## src/hdl/pid_antiwindup_controller_top_macros.svh

```systemverilog
// assertion macros for the pid controller
`ifndef PID_ANTIWINDUP_CONTROLLER_TOP_MACROS_SVH
`define PID_ANTIWINDUP_CONTROLLER_TOP_MACROS_SVH
// implication checked on every rising clock edge outside reset
`define PID_ASSERT_IMP(lbl, clk, rstn, cond, prop, msg) \
    lbl: assert property (@(posedge clk) disable iff (!rstn) (cond) |-> (prop)) \
        else $error(msg);
// next-cycle implication checked outside reset
`define PID_ASSERT_NEXT(lbl, clk, rstn, cond, prop, msg) \
    lbl: assert property (@(posedge clk) disable iff (!rstn) (cond) |=> (prop)) \
        else $error(msg);
`endif

```

## src/hdl/pid_pkg.sv

```systemverilog
// package for the pid controller: payload types, codes, states
`default_nettype none
package pid_pkg;
    localparam int DATA_WIDTH = 32;
    localparam int TIME_WIDTH = 24;
    localparam int ACC_WIDTH  = 48;
    localparam int CFG_WIDTH  = 48;
    localparam int IDX_WIDTH  = 3;
    // wide working width for products and serial division
    localparam int WORK_WIDTH = 96;
    localparam int CNT_WIDTH  = 7;

    localparam logic [IDX_WIDTH-1:0] REG_TARGET = 3'd0;
    localparam logic [IDX_WIDTH-1:0] REG_GAIN_P = 3'd1;
    localparam logic [IDX_WIDTH-1:0] REG_GAIN_I = 3'd2;
    localparam logic [IDX_WIDTH-1:0] REG_GAIN_D = 3'd3;
    localparam logic [IDX_WIDTH-1:0] REG_LIMIT  = 3'd4;
    localparam logic [IDX_WIDTH-1:0] REG_BOUND  = 3'd5;

    localparam logic [1:0] FUNC_DERIVE = 2'd0;
    localparam logic [1:0] FUNC_SUPPLY = 2'd1;
    localparam logic [1:0] FUNC_CLEAR  = 2'd2;
    // spare code, acts as a clear
    localparam logic [1:0] FUNC_SPARE  = 2'd3;

    typedef struct packed {
        logic [1:0]                   func;
        logic signed [DATA_WIDTH-1:0] measurement;
        logic signed [DATA_WIDTH-1:0] rate;
        logic [TIME_WIDTH-1:0]        elapsed_us;
    } pid_in_t;

    typedef struct packed {
        logic signed [DATA_WIDTH-1:0] drive;
        logic                         held;
        logic                         limited;
    } pid_out_t;

    typedef enum logic [3:0] {
        ST_IDLE, ST_RATE_DIV, ST_RESP_I, ST_RESP_D, ST_RESP_P, ST_RESP_DONE,
        ST_INT_DIV, ST_INT_UPD, ST_OUT, ST_DONE
    } pid_state_t;

    // serial unit job: multiply then divide
    typedef enum logic [1:0] {
        JOB_DIV_ELAPSED, JOB_DIV_MEGA, JOB_MUL_Q
    } pid_job_t;
endpackage
`default_nettype wire

```

## src/hdl/pid_antiwindup_controller_top.sv

```systemverilog
// top level of the pid controller with anti-windup
`default_nettype none
// Q16.16 pid controller with anti-windup. Each transfer on s_ carries one
// update (or a clear); exactly one result transfer follows on m_. For a clear
// or a zero elapsed time the result is set valid by the ST_DONE state.
// An update runs through one shared bit-serial unit: every operation forms
// |a|*|b| one multiplier bit per cycle and then divides the product one
// quotient bit per cycle. An update with derived rate needs eight operations
// and four steps outside the unit; with a supplied rate seven operations.
// The next input is taken once the result transfer is done. Configuration
// is written through cfg_we/cfg_index/cfg_data; the user must write it only
// while the block is idle, the block itself does not enforce it.
module pid_antiwindup_controller_top (
    input  wire                         aclk,
    input  wire                         aresetn,
    input  wire                         s_valid,
    output logic                        s_ready,
    input  pid_pkg::pid_in_t            s_data,
    output logic                        m_valid,
    input  wire                         m_ready,
    output pid_pkg::pid_out_t           m_data,
    input  wire                         cfg_we,
    input  wire [pid_pkg::IDX_WIDTH-1:0] cfg_index,
    input  wire [pid_pkg::CFG_WIDTH-1:0] cfg_data
);
    import pid_pkg::*;

    localparam logic [63:0] BIG_MAG = 64'h3FFF_FFFF_FFFF_FFFF;
    localparam logic signed [ACC_WIDTH-1:0] ACC_MAX = {1'b0, {(ACC_WIDTH-1){1'b1}}};
    localparam logic signed [ACC_WIDTH-1:0] ACC_MIN = {1'b1, {(ACC_WIDTH-1){1'b0}}};
    localparam logic signed [DATA_WIDTH-1:0] DAT_MAX = {1'b0, {(DATA_WIDTH-1){1'b1}}};
    localparam logic signed [DATA_WIDTH-1:0] DAT_MIN = {1'b1, {(DATA_WIDTH-1){1'b0}}};
    localparam logic [31:0] US_PER_S = 32'd1000000;

    // configuration registers
    logic signed [DATA_WIDTH-1:0] target_reg, gain_p_reg, gain_i_reg, gain_d_reg, limit_reg;
    logic signed [ACC_WIDTH-1:0]  bound_reg;
    // controller state
    logic signed [ACC_WIDTH-1:0]  integ_reg;
    logic signed [DATA_WIDTH-1:0] prev_reg, last_reg;
    // per-item working registers
    pid_state_t state_reg, state_next;
    pid_in_t    item_reg;
    logic signed [DATA_WIDTH-1:0] err_reg, rate_reg;
    logic signed [ACC_WIDTH-1:0]  ti_reg, td_reg;
    logic       second_reg;
    pid_out_t   out_reg;
    logic       out_valid_reg;

    // serial unit: shift-add multiply, then restoring divide of the product
    logic [63:0]          ma_reg;   // multiplicand magnitude
    logic [63:0]          mb_reg;   // multiplier magnitude, shifted out lsb first
    logic [WORK_WIDTH-1:0] prod_reg; // product, then dividend shifted out msb first
    logic [WORK_WIDTH-1:0] quo_reg;
    logic [32:0]          rem_reg;
    logic [31:0]          div_reg;
    logic                 neg_reg;
    logic                 phase_reg; // 0 multiply, 1 divide
    logic                 busy_reg;
    logic [CNT_WIDTH-1:0] cnt_reg;
    logic                 start;
    logic signed [63:0]   op_a, op_b;
    logic [31:0]          op_d;
    logic signed [63:0]   unit_res;

    function automatic logic [63:0] mag64(input logic signed [63:0] v);
        mag64 = v[63] ? (64'd0 - v) : v;
    endfunction

    function automatic logic signed [ACC_WIDTH-1:0] sat_acc(input logic signed [63:0] v);
        if (v > 64'(ACC_MAX))      sat_acc = ACC_MAX;
        else if (v < 64'(ACC_MIN)) sat_acc = ACC_MIN;
        else                       sat_acc = v[ACC_WIDTH-1:0];
    endfunction

    function automatic logic signed [DATA_WIDTH-1:0] sat_dat(input logic signed [63:0] v);
        if (v > 64'(DAT_MAX))      sat_dat = DAT_MAX;
        else if (v < 64'(DAT_MIN)) sat_dat = DAT_MIN;
        else                       sat_dat = v[DATA_WIDTH-1:0];
    endfunction

    // signed result of the serial unit, magnitude capped
    logic [WORK_WIDTH-1:0] q_cap;
    always_comb begin
        q_cap = quo_reg;
        if (q_cap > WORK_WIDTH'(BIG_MAG)) q_cap = WORK_WIDTH'(BIG_MAG);
        unit_res = neg_reg ? -$signed(q_cap[63:0]) : $signed(q_cap[63:0]);
    end

    logic unit_done;
    assign unit_done = busy_reg && phase_reg && (cnt_reg == '0);

    logic [32:0] rem_try;
    assign rem_try = {rem_reg[31:0], prod_reg[WORK_WIDTH-1]};

    always_ff @(posedge aclk) begin
        if (!aresetn) begin
            busy_reg <= 1'b0;
        end else if (start) begin
            busy_reg  <= 1'b1;
            phase_reg <= 1'b0;
            ma_reg    <= mag64(op_a);
            mb_reg    <= mag64(op_b);
            neg_reg   <= (op_a < 0) != (op_b < 0);
            div_reg   <= op_d;
            prod_reg  <= '0;
            cnt_reg   <= CNT_WIDTH'(64);
        end else if (busy_reg && !phase_reg) begin
            // one multiplier bit per cycle
            if (mb_reg[0]) prod_reg <= prod_reg + (WORK_WIDTH'(ma_reg) << (7'd64 - cnt_reg));
            mb_reg  <= mb_reg >> 1;
            cnt_reg <= cnt_reg - 1'b1;
            if (cnt_reg == CNT_WIDTH'(1)) begin
                phase_reg <= 1'b1;
                cnt_reg   <= CNT_WIDTH'(WORK_WIDTH);
                rem_reg   <= '0;
                quo_reg   <= '0;
            end
        end else if (busy_reg && cnt_reg != '0) begin
            // one quotient bit per cycle
            prod_reg <= prod_reg << 1;
            cnt_reg  <= cnt_reg - 1'b1;
            if (rem_try >= {1'b0, div_reg}) begin
                rem_reg <= rem_try - {1'b0, div_reg};
                quo_reg <= {quo_reg[WORK_WIDTH-2:0], 1'b1};
            end else begin
                rem_reg <= rem_try;
                quo_reg <= {quo_reg[WORK_WIDTH-2:0], 1'b0};
            end
        end else if (busy_reg) begin
            busy_reg <= 1'b0;
        end
    end

    // input transfer only when idle and the result register is free
    assign s_ready = (state_reg == ST_IDLE) && !out_valid_reg;
    logic s_take;
    assign s_take = s_valid && s_ready;
    assign m_valid = out_valid_reg;
    assign m_data  = out_reg;

    // next state
    always_comb begin
        state_next = state_reg;
        case (state_reg)
            ST_IDLE: begin
                if (s_take) begin
                    if (s_data.func[1] || s_data.elapsed_us == '0) state_next = ST_DONE;
                    else if (s_data.func == FUNC_DERIVE)            state_next = ST_RATE_DIV;
                    else                                            state_next = ST_RESP_I;
                end
            end
            ST_RATE_DIV: if (unit_done) state_next = ST_RESP_I;
            ST_RESP_I:   if (unit_done) state_next = ST_RESP_D;
            ST_RESP_D:   if (unit_done) state_next = ST_RESP_P;
            ST_RESP_P:   if (unit_done) state_next = ST_RESP_DONE;
            ST_RESP_DONE: state_next = second_reg ? ST_OUT : ST_INT_DIV;
            ST_INT_DIV:  if (unit_done) state_next = ST_INT_UPD;
            ST_INT_UPD:  state_next = ST_RESP_I;
            ST_OUT:      state_next = ST_IDLE;
            ST_DONE:     state_next = ST_IDLE;
            default:     state_next = ST_IDLE;
        endcase
    end

    // operand selection for the serial unit
    logic signed [63:0] resp_sum;
    assign resp_sum = 64'(sat_acc(64'(err_reg) + 64'(ti_reg) + 64'(td_reg)));
    always_comb begin
        start = 1'b0;
        op_a  = '0;
        op_b  = '0;
        op_d  = 32'd65536;
        if (!busy_reg && !unit_done) begin
            case (state_reg)
                ST_RATE_DIV: begin
                    start = 1'b1;
                    op_a  = 64'(item_reg.measurement) - 64'(prev_reg);
                    op_b  = 64'(US_PER_S);
                    op_d  = 32'(item_reg.elapsed_us);
                end
                ST_RESP_I: begin
                    start = 1'b1;
                    op_a  = 64'(gain_i_reg);
                    op_b  = 64'(integ_reg);
                end
                ST_RESP_D: begin
                    start = 1'b1;
                    op_a  = 64'(gain_d_reg);
                    op_b  = 64'(rate_reg);
                end
                ST_RESP_P: begin
                    start = 1'b1;
                    op_a  = 64'(gain_p_reg);
                    op_b  = resp_sum;
                end
                ST_INT_DIV: begin
                    start = 1'b1;
                    op_a  = 64'(err_reg);
                    op_b  = 64'(item_reg.elapsed_us);
                    op_d  = US_PER_S;
                end
                default: start = 1'b0;
            endcase
        end
    end

    logic signed [DATA_WIDTH-1:0] resp_reg;
    logic [63:0] resp_mag;
    assign resp_mag = mag64(64'(resp_reg));
    logic windup_ok;
    assign windup_ok = limit_reg[DATA_WIDTH-1] || (resp_mag < 64'(limit_reg)) ||
                       (integ_reg != '0 && (integ_reg[ACC_WIDTH-1] != err_reg[DATA_WIDTH-1]));
    logic signed [ACC_WIDTH-1:0] integ_add;
    assign integ_add = sat_acc(64'(integ_reg) + unit_res);

    always_ff @(posedge aclk) begin
        if (!aresetn) begin
            state_reg     <= ST_IDLE;
            out_valid_reg <= 1'b0;
            target_reg    <= '0;
            gain_p_reg    <= DATA_WIDTH'(65536);
            gain_i_reg    <= '0;
            gain_d_reg    <= '0;
            limit_reg     <= -DATA_WIDTH'(65536);
            bound_reg     <= '1;
            integ_reg     <= '0;
            prev_reg      <= '0;
            last_reg      <= '0;
        end else begin
            state_reg <= state_next;
            if (m_valid && m_ready) out_valid_reg <= 1'b0;
            if (cfg_we) begin
                case (cfg_index)
                    REG_TARGET: target_reg <= cfg_data[DATA_WIDTH-1:0];
                    REG_GAIN_P: gain_p_reg <= cfg_data[DATA_WIDTH-1:0];
                    REG_GAIN_I: gain_i_reg <= cfg_data[DATA_WIDTH-1:0];
                    REG_GAIN_D: gain_d_reg <= cfg_data[DATA_WIDTH-1:0];
                    REG_LIMIT:  limit_reg  <= cfg_data[DATA_WIDTH-1:0];
                    REG_BOUND:  bound_reg  <= cfg_data[ACC_WIDTH-1:0];
                    default: ;
                endcase
            end
            case (state_reg)
                ST_IDLE: begin
                    if (s_take) begin
                        item_reg   <= s_data;
                        second_reg <= 1'b0;
                        err_reg    <= sat_dat(64'(target_reg) - 64'(s_data.measurement));
                        rate_reg   <= s_data.rate;
                        if (s_data.func[1]) begin
                            integ_reg <= '0;
                            prev_reg  <= '0;
                            last_reg  <= '0;
                            out_reg   <= '{drive: '0, held: 1'b0, limited: 1'b0};
                        end else if (s_data.elapsed_us == '0) begin
                            out_reg   <= '{drive: last_reg, held: 1'b1, limited: 1'b0};
                        end
                    end
                end
                ST_RATE_DIV: if (unit_done) rate_reg <= sat_dat(unit_res);
                ST_RESP_I:   if (unit_done) ti_reg <= sat_acc(unit_res);
                ST_RESP_D:   if (unit_done) td_reg <= sat_acc(unit_res);
                ST_RESP_P:   if (unit_done) resp_reg <= sat_dat(unit_res);
                ST_RESP_DONE: second_reg <= 1'b1;
                ST_INT_UPD: begin
                    // anti-windup gate, then the bound clamp
                    logic signed [ACC_WIDTH-1:0] nxt;
                    nxt = windup_ok ? integ_add : integ_reg;
                    if (!bound_reg[ACC_WIDTH-1] && gain_i_reg > 0) begin
                        if (nxt > bound_reg)       nxt = bound_reg;
                        else if (nxt < -bound_reg) nxt = -bound_reg;
                    end
                    integ_reg <= nxt;
                end
                ST_OUT: begin
                    out_valid_reg <= 1'b1;
                    // the rate derivation has used the old value by now
                    prev_reg      <= item_reg.measurement;
                    if (!limit_reg[DATA_WIDTH-1] && resp_mag >= 64'(limit_reg)) begin
                        logic signed [DATA_WIDTH-1:0] c;
                        c = resp_reg[DATA_WIDTH-1] ? -limit_reg : limit_reg;
                        out_reg  <= '{drive: c, held: 1'b0, limited: 1'b1};
                        last_reg <= c;
                    end else begin
                        out_reg  <= '{drive: resp_reg, held: 1'b0, limited: 1'b0};
                        last_reg <= resp_reg;
                    end
                end
                ST_DONE: out_valid_reg <= 1'b1;
                default: ;
            endcase
        end
    end

`include "pid_antiwindup_controller_top_macros.svh"
    `PID_ASSERT_IMP(a_no_take_busy, aclk, aresetn, busy_reg, !s_ready, "input taken while unit busy")
    `PID_ASSERT_NEXT(a_out_holds, aclk, aresetn, m_valid && !m_ready, m_valid && $stable(m_data), "result changed")
    `PID_ASSERT_IMP(a_no_start_busy, aclk, aresetn, start, !busy_reg, "unit restarted while busy")
endmodule
`default_nettype wire
```

## config.mk

```make
export PLATFORM = sky130hd
export DESIGN_NAME = pid_antiwindup_controller_top
export DESIGN_NICKNAME = d
export VERILOG_FILES = /design/src/hdl/pid_pkg.sv /design/src/hdl/pid_antiwindup_controller_top.sv
export VERILOG_INCLUDE_DIRS = /design/src /design/src/hdl
export SDC_FILE = /design/constraint.sdc
export NUM_CORES = 2
export LEC_CHECK = 0
export BUFFER_PORTS_ARGS = -buffer_cell sky130_fd_sc_hd__buf_2
export CAP_MARGIN = 20
export CELL_PAD_IN_SITES_DETAIL_PLACEMENT = 0
export CELL_PAD_IN_SITES_GLOBAL_PLACEMENT = 1
export CORE_AREA = 2 2 370 409
export CTS_CLUSTER_DIAMETER = 40
export DETAILED_ROUTE_END_ITERATION = 8
export DIE_AREA = 0 0 372 411
export MAX_ROUTING_LAYER = met4
export PLACE_DENSITY = 0.88
export SYNTH_ARGS = -nofsm -noshare
export SYNTH_HDL_FRONTEND = slang
export SYNTH_SLANG_ARGS = --single-unit
export TNS_END_PERCENT = 1
```

## constraint.sdc

```tcl
create_clock -name aclk -period 12.87 [get_ports aclk]
set_clock_uncertainty 0.1 [all_clocks]
set_input_delay 2.574 -clock aclk [delete_from_list [all_inputs] [get_ports aclk]]
set_output_delay 2.574 -clock aclk [all_outputs]
set_load 0.005 [all_outputs]
```

==> results_dict.tcl <==
set metrics [dict create \
    status "finished clean" \
    insertion_delay_ns 0.87 \
    grt_use_total 0.3814 \
    avgRoutedWirePerCell_um 26.70 \
    rsz0062_at_grt "true" \
    core.rowCount 149 \
    ys_ff_latch 994 \
    clockRootBuffer "clkbuf_16" \
    core_mm2 0.1490 \
    ys_seq_area_frac 0.3596 \
    yosysWarnings 0 \
    detail-route-antenna-nets 0 \
    drc 0 \
    hold_slack_ns 0.3508 \
    cpPeakStageDelay_ns 0.47 \
    clkTransAtPathRegs_ns 0.06 \
    grt_pass1_vias 65470 \
    cts_tree "done" \
    drt-initial-drc-count 7628 \
    syn_area_mm2 0.07392 \
    maxSlewViolCount 0 \
    avgSynthCellArea_um2 8.603 \
    drt_pass1_iterations 6 \
    hp-class "reg2reg" \
    cp_max_fo 15 \
    cellPowerDensity_mw_per_mm2 238.6 \
    crit_type "reg2reg" \
    fin_nets 9308 \
    dieHeight_um 411 \
    fin_crit_sh 0.9476 \
    ys_dominant_reg_cell "edfxtp_1" \
    cp-end-kind "flip-flop" \
    numClockSinks 994 \
    cts_htree_levels 4 \
    ctsHoldBuffers 0 \
    fin_total_pwr_uw 19880 \
    drive_above_1_share 0.1024 \
    design.die.area_mm2 0.1529 \
    dr_total_vias 69060 \
    cts_made_buffers 164 \
    grt_pass1_wl_um 424400 \
    cp_common_cell "or3_1" \
    grt_start_max_net_pins 235 \
    area_growth_pct 12.66 \
    postLayoutCoreUtil 0.5591 \
    start_kind "flip-flop" \
    hpwl_um 219500 \
    place_congestion 1.070 \
    fin_crit_ns 12.20 \
    layout_setup_ws_ns 0.6742 \
    fmax_mhz 82.00 \
    peakVddDrop_mv 0.2553 \
    synth_cell_types 111 \
    cp_top_family "simple AND/OR/NAND/NOR gates" \
    die_x_um 372 \
    grt-ovfl-total 0 \
    worstPathRequired_ns 13.55 \
    drt-vias-per-instance 6.394 \
    antenna_found_initial 20 \
    worst_pin_slew_ns 1.262 \
    setup_viol 0 \
    ioPinCount 182 \
    post_cts_buffers 0 \
    clockBufferDepth 3 \
    drv_cap 0 \
    critical_path.slowest_cell "or3_1" \
    wirelength_um 288400 \
    arrival_ns 12.88 \
    io_buffers 181 \
    crit_buf_inv 5 \
    maxSlewHeadroom 0.1587 \
    hold_viol 0 \
    async_flop_share 0 \
    syn_inst 8593 \
    initial_core_util 0.4963 \
    leakage_uw 0.03265 \
    synth_edf_count 668 \
    pre_cts_slack_ns 0.1737 \
]
-- report_power, final --
part / internal (µW) / switching, µW
clock: 2770 / 1840
combinational: 3550 / 7170
sequential: 4190 / 360
-- path summary, 6_finish.rpt --
kind	start	to	slack [ns]	cells after the start
setup / recovery	quo_reg[70]	integ_reg[45]	0.67	48
hold / removal	last_reg[29]	last_reg[29]	0.35	2
setup reg to reg	quo_reg[70]	integ_reg[45]	0.67	48
hold reg to reg	last_reg[29]	last_reg[29]	0.35	2
-- cell usage in the layout, fill, tap and decap left out, types with 133 or more instances in the layout --
cell and instances:
o21ai_0 492, inv_1 335, buf_2 180, dfxtp_1 325, buf_4 185, xnor2_1 296
a21o_1 217, nor3_1 160, clkbuf_16 166, nand3_1 146, xor2_1 133, ha_1 431
nand2_1 1204, a21boi_0 162, a21oi_1 666, edfxtp_1 668, nor2_1 668, and2_1 151
-- cells in the mapped netlist (all sizes together) (77+ instances only) --
cell type / number / area share
inv: 340 / 0.017
o21ai: 586 / 0.041
nand2: 1205 / 0.061
a31oi: 79 / 0.0067
ha: 432 / 0.073
a21boi: 166 / 0.017
edfxtp: 668 / 0.27
dfxtp: 326 / 0.088
and2: 154 / 0.013
xnor2: 301 / 0.036
a21oi: 671 / 0.045
nor4: 91 / 0.0081
and3: 77 / 0.0065
o211ai: 102 / 0.010
nor3: 168 / 0.012
nand4: 125 / 0.011
nand3: 148 / 0.010
clkbuf: 432 / 0.022
a21o: 217 / 0.022
a211oi: 126 / 0.013
nor2: 679 / 0.035
a22oi: 120 / 0.012
nor2b: 114 / 0.0096
xor2: 137 / 0.016
-- cell type report --
| cell class | instances | area (µm²) |
|---|---|---|
| flip-flops and latches | 994 | 26590 |
| multi-input cells | 6800 | 44620 |
| well taps | 1963 | 2456 |
| inverters | 341 | 1281 |
| clock buffers | 187 | 4287 |
| clock inverters | 119 | 1558 |
| repair buffers | 375 | 2442 |
| fillers | 13520 | 65670 |
| diodes | 22 | 55.05 |
-- per-layer routing --
metal	share of wire	global-route usage
met5	0	-
met4	0.079	0.2625
met1	0.39	0.4553
met2	0.46	0.5910
met3	0.070	0.05965
-- worst min-delay path, delay by kind of cell (launching register included) --
kind	cells	cell delay [ns]
simple gates	1	0.05
compound gates	1	0.05
flops	1	0.30
-- timing repair --
item | 4_1_cts | 5_1_grt
setup endpoints to repair | 0 | 46
resized for setup | 0 | 15
hold endpoints to repair | 0 | 0
-- per-stage QoR --
| stage | instances | setup TNS, ns | area [µm²] |
|---|---|---|---|
| final | 10800 | 0 | 83280 |
| after detailed placement | 10470 | 0 | 77260 |
| after global placement | 10470 | 0 | 77240 |
| after CTS | 10770 | 0 | 83100 |
| after global routing | 10790 | -0.04925 | 83270 |
| after floorplan | 8625 | 0 | 74040 |
-- kinds of logic (layout without fill, tap and decap cells) --
group / Yosys count / after routing / share of synthesized area
simple gates: 3012 / 3012 / 0.1892
compound gates: 2670 / 2670 / 0.2373
flops: 994 / 994 / 0.3596
buf+inv: 831 / 1022 / 0.04286
fa+ha+maj: 492 / 492 / 0.08855
xor+xnor: 438 / 438 / 0.05189
mux: 155 / 155 / 0.03050
other cells: 1 / 55 / 0.00005073
Note: power is estimated with default switching activity, not from simulation.
